[src/sv/lrbc_pkg.sv]
// ----------------------------------------------------------------------------
// lrbc_pkg
// Types, codes and reset constants of the link retry backoff controller.
// ----------------------------------------------------------------------------
package lrbc_pkg;

    localparam int CFG_ADDR_W = 4;
    localparam int APB_DATA_W = 32;

    localparam logic [23:0] INIT_BACKOFF_RST  = 24'd100;
    localparam logic [23:0] MAX_BACKOFF_RST   = 24'd10000;
    localparam logic [15:0] GROWTH_RST        = 16'd8192;
    localparam logic [15:0] ATTEMPT_LIMIT_RST = 16'd0;

    localparam logic [15:0] ATTEMPTS_FULL = 16'hFFFF;
    localparam logic [39:0] RAW_SAT       = 40'hFF_FFFF_FFFF;

    // phase codes as seen on the result channel
    localparam logic [2:0] LINK_IDLE       = 3'd0;
    localparam logic [2:0] LINK_WAITING    = 3'd1;
    localparam logic [2:0] LINK_ATTEMPTING = 3'd2;
    localparam logic [2:0] LINK_CONNECTED  = 3'd3;
    localparam logic [2:0] LINK_EXHAUSTED  = 3'd4;

    typedef enum logic [4:0] {
        PH_IDLE       = 5'b00001,
        PH_WAITING    = 5'b00010,
        PH_ATTEMPTING = 5'b00100,
        PH_CONNECTED  = 5'b01000,
        PH_EXHAUSTED  = 5'b10000
    } phase_t;

    typedef enum logic [1:0] {
        MODE_TICK      = 2'd0,
        MODE_CONNECTED = 2'd1,
        MODE_FAILED    = 2'd2,
        MODE_RESET     = 2'd3
    } mode_t;

    typedef enum logic [1:0] {
        REG_INITIAL_BACKOFF = 2'd0,
        REG_MAX_BACKOFF     = 2'd1,
        REG_GROWTH          = 2'd2,
        REG_ATTEMPT_LIMIT   = 2'd3
    } reg_idx_t;

    typedef struct packed {
        logic [1:0] mode;
        logic       attempt_ok;
    } lrbc_in_t;

    typedef struct packed {
        logic [23:0] wait_ms;
        logic [2:0]  link_phase;
        logic [15:0] attempt_count;
    } lrbc_out_t;

    typedef struct packed {
        logic [23:0] initial_backoff_ms;
        logic [23:0] max_backoff_ms;
        logic [15:0] growth_factor;
        logic [15:0] attempt_limit;
    } lrbc_cfg_t;

    function automatic logic [2:0] phase_code(input phase_t ph);
        logic [2:0] code;
        unique case (ph)
            PH_IDLE:       code = LINK_IDLE;
            PH_WAITING:    code = LINK_WAITING;
            PH_ATTEMPTING: code = LINK_ATTEMPTING;
            PH_CONNECTED:  code = LINK_CONNECTED;
            PH_EXHAUSTED:  code = LINK_EXHAUSTED;
            default:       code = LINK_IDLE;
        endcase
        return code;
    endfunction

endpackage

[src/sv/lrbc_cfg.sv]
// ----------------------------------------------------------------------------
// lrbc_cfg
// APB register file holding the backoff configuration.
// ----------------------------------------------------------------------------
module lrbc_cfg
    import lrbc_pkg::*;
(
    input  logic                  aclk,
    input  logic                  aresetn,
    input  logic                  psel,
    input  logic                  penable,
    input  logic                  pwrite,
    input  logic [CFG_ADDR_W-1:0] paddr,
    input  logic [APB_DATA_W-1:0] pwdata,
    output logic [APB_DATA_W-1:0] prdata,
    output logic                  pready,
    output lrbc_cfg_t             cfg
);

    lrbc_cfg_t cfg_reg;
    logic      wr_en;
    reg_idx_t  idx;

    assign pready = 1'b1;
    assign wr_en  = psel && penable && pwrite;
    assign idx    = reg_idx_t'(paddr[3:2]);
    assign cfg    = cfg_reg;

    always_ff @(posedge aclk) begin
        if (!aresetn) begin
            cfg_reg.initial_backoff_ms <= INIT_BACKOFF_RST;
            cfg_reg.max_backoff_ms     <= MAX_BACKOFF_RST;
            cfg_reg.growth_factor      <= GROWTH_RST;
            cfg_reg.attempt_limit      <= ATTEMPT_LIMIT_RST;
        end else if (wr_en) begin
            unique case (idx)
                REG_INITIAL_BACKOFF: cfg_reg.initial_backoff_ms <= pwdata[23:0];
                REG_MAX_BACKOFF:     cfg_reg.max_backoff_ms     <= pwdata[23:0];
                REG_GROWTH:          cfg_reg.growth_factor      <= pwdata[15:0];
                REG_ATTEMPT_LIMIT:   cfg_reg.attempt_limit      <= pwdata[15:0];
            endcase
        end
    end

    always_comb begin
        unique case (idx)
            REG_INITIAL_BACKOFF: prdata = {8'd0, cfg_reg.initial_backoff_ms};
            REG_MAX_BACKOFF:     prdata = {8'd0, cfg_reg.max_backoff_ms};
            REG_GROWTH:          prdata = {16'd0, cfg_reg.growth_factor};
            REG_ATTEMPT_LIMIT:   prdata = {16'd0, cfg_reg.attempt_limit};
        endcase
    end

endmodule

[src/sv/lrbc_core.sv]
// ----------------------------------------------------------------------------
// lrbc_core
// Input register, phase machine with backoff product, and result register.
// ----------------------------------------------------------------------------
module lrbc_core
    import lrbc_pkg::*;
(
    input  logic      aclk,
    input  logic      aresetn,
    input  lrbc_cfg_t cfg,
    input  logic      s_valid,
    output logic      s_ready,
    input  lrbc_in_t  s_data,
    output logic      m_valid,
    input  logic      m_ready,
    output lrbc_out_t m_data
);

    logic      in_v_reg;
    lrbc_in_t  in_reg;
    logic      out_v_reg;
    lrbc_out_t out_reg;

    phase_t      phase_reg,   phase_next;
    logic [15:0] attempts_reg, attempts_next;
    logic [23:0] backoff_reg, backoff_next;
    logic [39:0] raw_reg,     raw_next;
    logic [23:0] wait_next;

    logic        advance;
    logic        fire;

    logic [15:0] attempts_inc;
    logic [55:0] prod_full;
    logic [43:0] prod_shift;
    logic [39:0] fail_raw;
    logic [23:0] fail_int;
    logic [23:0] fail_backoff;
    logic        give_up;

    assign advance = !out_v_reg || m_ready;
    assign fire    = in_v_reg && advance;
    assign s_ready = !in_v_reg || advance;
    assign m_valid = out_v_reg;
    assign m_data  = out_reg;

    // failure path: counter, running product, clamp
    assign attempts_inc = (attempts_reg == ATTEMPTS_FULL) ? attempts_reg : attempts_reg + 16'd1;
    assign prod_full    = 56'(raw_reg) * 56'(cfg.growth_factor);
    assign prod_shift   = prod_full[55:12];
    assign fail_raw     = (attempts_inc <= 16'd1) ? {cfg.initial_backoff_ms, 16'd0}
                        : (|prod_shift[43:40])    ? RAW_SAT
                        :                           prod_shift[39:0];
    assign fail_int     = fail_raw[39:16];
    assign fail_backoff = (fail_int > cfg.max_backoff_ms) ? cfg.max_backoff_ms : fail_int;
    assign give_up      = (cfg.attempt_limit != 16'd0) && (attempts_inc >= cfg.attempt_limit);

    always_comb begin
        phase_next    = phase_reg;
        attempts_next = attempts_reg;
        backoff_next  = backoff_reg;
        raw_next      = raw_reg;
        wait_next     = 24'd0;
        unique case (mode_t'(in_reg.mode))
            MODE_TICK: begin
                unique case (phase_reg)
                    PH_IDLE: begin
                        attempts_next = 16'd0;
                        backoff_next  = cfg.initial_backoff_ms;
                        phase_next    = PH_WAITING;
                    end
                    PH_WAITING: begin
                        wait_next  = backoff_reg;
                        phase_next = PH_ATTEMPTING;
                    end
                    PH_ATTEMPTING: begin
                        attempts_next = attempts_inc;
                        priority if (in_reg.attempt_ok) begin
                            phase_next = PH_CONNECTED;
                        end else if (give_up) begin
                            phase_next = PH_EXHAUSTED;
                        end else begin
                            raw_next     = fail_raw;
                            backoff_next = fail_backoff;
                            phase_next   = PH_WAITING;
                        end
                    end
                    default: ;
                endcase
            end
            MODE_CONNECTED: begin
                phase_next    = PH_CONNECTED;
                attempts_next = 16'd0;
                backoff_next  = cfg.initial_backoff_ms;
            end
            MODE_FAILED: begin
                if (phase_reg == PH_CONNECTED) begin
                    phase_next = PH_WAITING;
                end
            end
            MODE_RESET: begin
                phase_next    = PH_IDLE;
                attempts_next = 16'd0;
                backoff_next  = cfg.initial_backoff_ms;
                raw_next      = {cfg.initial_backoff_ms, 16'd0};
            end
        endcase
    end

    always_ff @(posedge aclk) begin
        if (!aresetn) begin
            in_v_reg     <= 1'b0;
            out_v_reg    <= 1'b0;
            phase_reg    <= PH_IDLE;
            attempts_reg <= 16'd0;
            backoff_reg  <= INIT_BACKOFF_RST;
            raw_reg      <= {INIT_BACKOFF_RST, 16'd0};
        end else begin
            if (s_valid && s_ready) begin
                in_v_reg <= 1'b1;
            end else if (fire) begin
                in_v_reg <= 1'b0;
            end
            if (fire) begin
                out_v_reg    <= 1'b1;
                phase_reg    <= phase_next;
                attempts_reg <= attempts_next;
                backoff_reg  <= backoff_next;
                raw_reg      <= raw_next;
            end else if (m_ready) begin
                out_v_reg <= 1'b0;
            end
        end
    end

    always_ff @(posedge aclk) begin
        if (s_valid && s_ready) begin
            in_reg <= s_data;
        end
        if (fire) begin
            out_reg.wait_ms       <= wait_next;
            out_reg.link_phase    <= phase_code(phase_next);
            out_reg.attempt_count <= attempts_next;
        end
    end

endmodule

[src/sv/link_retry_backoff_controller.sv]
// ----------------------------------------------------------------------------
// link_retry_backoff_controller
// Link retry phase machine with exponential backoff and an APB config port.
// ----------------------------------------------------------------------------
// Usage:
//   s_valid/s_ready/s_data carry one event request (mode, attempt_ok) each.
//   m_valid/m_ready/m_data return exactly one result per event: wait_ms,
//   link_phase after the event and the attempt count.
//   The accepting edge loads the input register; the result register loads from
//   it through the phase and backoff logic when free or m_ready is high.
//   One event per cycle is sustained while m_ready is high; the multiply,
//   saturate and clamp of the running product fit in the same cycle as the
//   phase update. When m_ready is low the result register holds and the
//   input register can still take one more request; s_ready drops only when
//   both are full and m_ready is low. m_valid rises with each result load.
//   Reset (aresetn low, synchronous) empties both registers, sets the phase to
//   idle, the attempt count to zero, the backoff to 100 ms and restores all
//   configuration registers to their defaults.
//   The user must write configuration over APB at byte addresses 0, 4, 8 and 12
//   while no event is in flight, unenforced by the block; pready is always high.
// ----------------------------------------------------------------------------
module link_retry_backoff_controller
    import lrbc_pkg::*;
(
    input  logic                  aclk,
    input  logic                  aresetn,
    input  logic                  psel,
    input  logic                  penable,
    input  logic                  pwrite,
    input  logic [CFG_ADDR_W-1:0] paddr,
    input  logic [APB_DATA_W-1:0] pwdata,
    output logic [APB_DATA_W-1:0] prdata,
    output logic                  pready,
    input  logic                  s_valid,
    output logic                  s_ready,
    input  lrbc_in_t              s_data,
    output logic                  m_valid,
    input  logic                  m_ready,
    output lrbc_out_t             m_data
);

    lrbc_cfg_t cfg;

    lrbc_cfg u_cfg (
        .aclk    (aclk),
        .aresetn (aresetn),
        .psel    (psel),
        .penable (penable),
        .pwrite  (pwrite),
        .paddr   (paddr),
        .pwdata  (pwdata),
        .prdata  (prdata),
        .pready  (pready),
        .cfg     (cfg)
    );

    lrbc_core u_core (
        .aclk    (aclk),
        .aresetn (aresetn),
        .cfg     (cfg),
        .s_valid (s_valid),
        .s_ready (s_ready),
        .s_data  (s_data),
        .m_valid (m_valid),
        .m_ready (m_ready),
        .m_data  (m_data)
    );

endmodule

[config.mk]
export PLATFORM = sky130hd
export DESIGN_NAME = link_retry_backoff_controller
export DESIGN_NICKNAME = d
export VERILOG_FILES = /design/src/sv/lrbc_pkg.sv /design/src/sv/lrbc_cfg.sv /design/src/sv/lrbc_core.sv /design/src/sv/link_retry_backoff_controller.sv
export SDC_FILE = /design/constraint.sdc
export NUM_CORES = 2
export LEC_CHECK = 0
export BUFFER_PORTS_ARGS = -buffer_cell sky130_fd_sc_hd__buf_2
export CORE_MARGIN = 3
export CORE_UTILIZATION = 55
export CTS_CLUSTER_SIZE = 16
export DETAILED_ROUTE_END_ITERATION = 10
export PLACE_DENSITY_LB_ADDON = 0.05
export SKIP_LAST_GASP = 1
export SLEW_MARGIN = 25
export SYNTH_ARGS = -nofsm -noshare
export SYNTH_HDL_FRONTEND = slang
export SYNTH_SLANG_ARGS = --single-unit
[constraint.sdc]
create_clock -name aclk -period 10.38 [get_ports aclk]
set_input_delay 1.038 -clock aclk [delete_from_list [all_inputs] [get_ports aclk]]
set_output_delay 1.038 -clock aclk [all_outputs]
set_load 0.01 [all_outputs]
## After elaboration in Yosys (flattened, before gate mapping)

Cells that the tools add are included.

- Bits in read-only memories: 0
- Bits in writable memories: 0
- Register bits: 213
- Bits in latches: 0
- Bits of input ports: 46
- Word-level logic and storage cells: 91
- Memories kept: 0
- Output and inout port bits: 78

- Mux-type cells: 25
- Bitwise operators: 0
- Reductions and logical operators: 25
- Divide/modulo/power cells: 0
- Equal/unequal tests: 21
- Add/subtract/negate cells: 1
- $mul: 1
- Shift operators: 0
- Magnitude comparators: 3

Operator list:

| kind | number |
|---|---|
| 2-to-1 mux 40 bit | 5 |
| one-hot mux 32 bit (4 select lines) | 1 |
| one-hot mux 24 bit (2 select lines) | 2 |
| one-hot mux 40 bit (2 select lines) | 1 |
| 2-to-1 mux 24 bit | 3 |
| one-hot mux 16 bit (2 select lines) | 2 |
| multiplier 40 x 16 -> 56 bit | 1 |
| greater-than comparator 24 bit | 1 |
| one-hot mux 5 bit (4 select lines) | 1 |
| adder 16 x 1 -> 16 bit, second input constant | 1 |
| == test 16 bit, second input constant | 1 |
| greater-or-equal comparator 16 bit | 1 |
| less-or-equal comparator 16 x 1 -> 1 bit, second input constant | 1 |
| 2-to-1 mux 16 bit | 1 |
| nonzero test 16 bit | 1 |
| 2-to-1 mux 5 bit | 3 |
| one-hot mux 5 bit (3 select lines) | 1 |
| one-hot mux 3 bit (4 select lines) | 1 |
| == test 5 x 2 -> 1 bit, second input constant | 2 |
| == test 5 x 3 -> 1 bit, second input constant | 2 |
| == test 5 x 4 -> 1 bit, second input constant | 2 |
| AND reduction 2 bit | 5 |
| AND reduction 5 bit | 2 |
| inequality test 3 bit, second input constant | 3 |
| 13 further kinds | 32 |

## Depth between registers and ports, before layout

- Depth after elaboration: 10
- Mapped depth: 39
- Mapped depth without buffers: 35

## Modules after synthesis

From an unflattened synthesis, not the netlist that was laid out.

- Cell total of the unflattened synthesis: 3,739
- Area, all modules: 32,045.7 sq um

Modules (own cells, without submodules):

| module | sequential area each (sq um) | area each (sq um) | cells each | instances |
|---|---|---|---|---|
| lrbc_core | 3,123.0 | 28,382.2 | 3,390 | 1 |
| lrbc_cfg | 1,601.5 | 3,663.5 | 349 | 1 |

## Worst setup path after synthesis

OpenSTA, ideal clock, no wires.

- Kind: flip-flop to flip-flop
- Start point: register u_core.raw_reg[23]
- End point: register u_core.backoff_reg[20]
- Setup time: 0.081 ns
- Path buffers: 3
- Required time: 10.299 ns
- Path slack: 1.159 ns
- Arrival: 9.140 ns
- Clock period less this slack: 9.221 ns
- Cell stages (with the launch flop): 37
- Path through: dfxtp_1 -> clkbuf_1 -> clkbuf_1 -> nand2_1 -> fa_1 -> inv_1 -> fa_1 -> inv_1 -> fa_1 -> inv_1 -> fa_1 -> fa_1 -> inv_1 -> fa_1 -> inv_1 -> ha_1 -> nand2_1 -> nor2_1 -> nand4_1 -> nor4b_1 -> o31ai_1 -> or3_1 -> a32oi_1 -> nand3_1 -> or3_1 -> o21a_1 -> ha_1 -> a21o_1 -> a21oi_1 -> nor3_1 -> a311o_1 -> a211oi_1 -> nor2_1 -> nor2_1 -> clkbuf_1 -> o311ai_0 -> a41oi_1

- Word-level cells in the longest chain between the ends: 10

RTL lines:

| element | RTL line | RTL |
|---|---|---|
| from (decl) | lrbc_core.sv:27 | `logic [39:0] raw_reg, raw_next;` |
| from (signal assigned) | lrbc_core.sv:117 | `raw_reg <= {INIT_BACKOFF_RST, 16'd0};` |
| from (signal assigned) | lrbc_core.sv:129 | `raw_reg <= raw_next;` |
| multiplier 40 x 16 -> 56 bit (*) | lrbc_core.sv:49 | `assign prod_full = 56'(raw_reg) * 56'(cfg.growth_factor);` |
| OR reduction 4 bit | lrbc_core.sv:52 | `: (\|prod_shift[43:40]) ? RAW_SAT` |
| 2-to-1 mux 40 bit (*) | lrbc_core.sv:52 |  |
| 2-to-1 mux 40 bit (*) | lrbc_core.sv:51 | `assign fail_raw = (attempts_inc <= 16'd1) ? {cfg.initial_backoff_ms, 16'd0}` |
| greater-than comparator 24 bit | lrbc_core.sv:55 | `assign fail_backoff = (fail_int > cfg.max_backoff_ms) ? cfg.max_backoff_ms : fail_int;` |
| 2-to-1 mux 24 bit (*) | lrbc_core.sv:55 |  |
| 2-to-1 mux 24 bit (*) | lrbc_core.sv:80 | `end else if (give_up) begin` |
| 2-to-1 mux 24 bit (*) | lrbc_core.sv:78 | `priority if (in_reg.attempt_ok) begin` |
| one-hot mux 24 bit (2 select lines) (*) | lrbc_core.sv:66 | `unique case (phase_reg)` |
| one-hot mux 24 bit (2 select lines) (*) | lrbc_core.sv:64 | `unique case (mode_t'(in_reg.mode))` |
| to (signal assigned) | lrbc_core.sv:128 | `backoff_reg <= backoff_next;` |
| to (decl) | lrbc_core.sv:26 | `logic [23:0] backoff_reg, backoff_next;` |

Every way passes the cells marked *; elsewhere a longest branch is shown, timed or not. The select of a mux whose other input is x is not followed.
A chain may end at the register's enable or synchronous reset.

## Final worst setup path

- Start point: register u_core.raw_reg[3]
- End point: register u_core.backoff_reg[2]

Same word-level chain as after synthesis.

==> metrics.cfg <==
[final_layout]
fin_util_pct = 59.87
layout.nets = 4484
area_delta_synth_final_pct = 7.354
largest_reg_flops = 80
layout-drive-gt1-share_pct = 8.214

[power_and_ir_drop]
power_density_nw_per_um2 = 62.16
peakVddDrop_v = 0.0001307
p_leak_nw = 15.50

[timing]
finClkSkew_ns = 0.02547
period_needed_ns = 10.08
fin_crit_sh_pct = 97.07
setup_ws_ns = 0.3043
fmax_ghz = 0.09925
slew_violations = 0
timing.slew.headroom_pct = 34.11
setup_violations = 0
hold_violations = 0
tightestPinTransition_ns = 0.9884

[clock_network]
htreeDepth = 1
cts.sinks = 213
cts.reportedPaths.clkPinSlew_ns = 0.06
cts_hold_buffers = 0
clk_latency_ns = 0.56
cts-root-buf = clkbuf_16
cts_buffers = 25
cts_tree = done
cts_buffer_depth = 3

[synth]
synth_cells = 3763
yosysWarnings = 0
yosysMostFrequentCell = nand2_1
netlist_area_um2 = 31510
yosysTopAreaCellShare_pct = 33.61
synth_flop_cell = dfxtp_1
synth_area_leaders = fa_1, dfxtp_1, nand2_1
synth.avg_cell_area_um2 = 8.373
synth_cell_types = 85
yosys.area.top_type = fa_1
async_reset_ff_share_pct = 0
ys_seq_area_share_pct = 14.99
synthTopCellsByCount = nand2_1, inv_1, fa_1
synth_edf_count = 46
synth-seq-cells = 213

[placed_design]
gp_congestion = 0.9483
dpl.hpwl_um = 73570
port_buffers = 104
pre_cts_slack_ns = 0.05183

[floorplan]
num_rows = 87
die_h_um = 245.3
core-area_um2 = 56500
die-area_um2 = 60190
start_util_pct = 55.77
pin_count = 124
die_w_um = 245.3

[setup_path]
r2r_cells = 33
critPathMaxFanout = 21
cpMaxStageDelayCell = dfxtp_1
rr_endpoint = u_core.backoff_reg[2]$_SDFFE_PN1P_
r2r-start = u_core.raw_reg[3]$_SDFFE_PN0P_
crit_start = u_core.raw_reg[3]$_SDFFE_PN0P_
startpoint_type = flop
crit_end = u_core.backoff_reg[2]$_SDFFE_PN1P_
crit_top_cell = fa_1
required_ns = 10.86
crit_arrival_ns = 10.56
end_kind = flop
critPathMaxStageDelay_ns = 0.89
worstSetupPathType = flop to flop
rrSetupSlack_ns = 0.30

[grt]
grt_pass1_vias = 27460
grt_max_degree = 85
antenna_found_initial = 0
grt_pass1_wl_um = 151400
grt_overflow = 0
grt_util_all_layers_pct = 31.88

[route]
drc = 0
routedWlPerCell_um = 20.75
vias_per_cell = 5.787
drt-total-wl_um = 93760
ant_nets = 0
firstDrtPassIters = 5
drtIter0Drc = 1749
num_vias = 26150

[run_status]
status = finished, final reports clean

[run]
maxCapViolCount = 0

[worst_hold_path]
hold_path.class = flop to flop
holdPathStages = 2

worst min path at each step:
stage,to,slack [ns],startpoint
after floorplan,u_cfg.cfg[54]$_SDFFE_PN0P_,0.46,u_cfg.cfg[54]$_SDFFE_PN0P_
after global placement,u_core.raw_reg[9]$_SDFFE_PN0P_,0.44,u_core.raw_reg[9]$_SDFFE_PN0P_
after detailed placement,u_core.raw_reg[39]$_SDFFE_PN0P_,0.44,u_core.raw_reg[39]$_SDFFE_PN0P_
after CTS,u_core.raw_reg[39]$_SDFFE_PN0P_,0.45,u_core.raw_reg[39]$_SDFFE_PN0P_
after global routing,u_core.raw_reg[39]$_SDFFE_PN0P_,0.48,u_core.raw_reg[39]$_SDFFE_PN0P_
final,u_core.raw_reg[39]$_SDFFE_PN0P_,0.46,u_core.raw_reg[39]$_SDFFE_PN0P_
placed cells by master, fill, tap and decap left out, types with 40 or more instances in the layout:
master,n
nand2_1,762
inv_1,654
fa_1,529
and2_1,221
ha_1,166
dfxtp_1,150
nor2_1,127
o21ai_0,116
a21oi_1,110
buf_2,103
buf_4,80
a21boi_0,76
edfxtp_1,46
nand4_1,40
worst max-delay path: cells and delay by family, from the launching register on:
kind,cells,cell delay (ns)
xor gates and xnor gates,1,0.24
AOI/OAI and AO/OA,12,2.97
muxes,1,0.26
and+or+nand+nor,6,1.35
DFF,1,0.89
adders and majority gates,8,3.43
buffers and inverters,5,0.87
metal layers:
layer | track usage (%) | share of wire [%] | up-vias
li1 | - | - | 11730
met1 | 44.04 | 42 | 13160
met2 | 53.04 | 48 | 1090
met3 | 3.871 | 6.9 | 169
met4 | 9.535 | 3.0 | 0
met5 | 0 | 0 | -
through the flow:
step | instances | power, mW | TNS, ns | hold slack [ns] | instance area, µm²
detailed placement | 4471 | 1.162 | 0 | 0.4444 | 32860
global route | 4518 | 2.169 | -0.02572 | 0.4786 | 33820
global placement | 4471 | 1.159 | 0 | 0.4365 | 32860
finish | 4519 | 2.103 | 0 | 0.4577 | 33820
CTS | 4517 | 2.110 | 0 | 0.4533 | 33750
floorplan | 3770 | 1.064 | 0 | 0.4562 | 31530
kinds of logic (layout without fill, tap and decap cells):
family / count (synthesis) / after routing / share of synthesized area, %
XOR/XNOR: 54 / 54 / 1.501
multiplexers: 31 / 31 / 1.644
flip-flops: 213 / 213 / 14.99
adder cells (fa/ha/maj): 695 / 695 / 40.20
AO/OA/AOI/OAI: 542 / 542 / 11.39
buffers and inverters: 906 / 898 / 11.04
other: 2 / 10 / 0.02384
AND/OR/NAND/NOR: 1320 / 1320 / 19.20
report_power, final:
part | internal [mW] | leakage [nW] | total, mW | switching, mW
registers | 0.866 | 1.78 | 0.891 | 0.0247
clock network | 0.569 | 0.432 | 0.951 | 0.382
logic | 0.0894 | 13.3 | 0.261 | 0.171
total | 1.52 | 15.5 | 2.10 | 0.578
timing repair:
action,CTS,global route
resized for setup,0,25
setup buffers,0,0
endpoints found under the hold margin,0,0
endpoints found under the setup margin,0,24
area by class of cell:
type | instances | area, µm²
tap | 756 | 945.9
inverter | 655 | 2460
clock buffer | 38 | 777.0
fill | 4967 | 22670
sequential | 213 | 4746
multi-input combinational | 2651 | 23400
antenna | 1 | 2.502
timing repair buffer | 197 | 1379
clock inverter | 8 | 110.1
(Power assumes the default switching activity.)
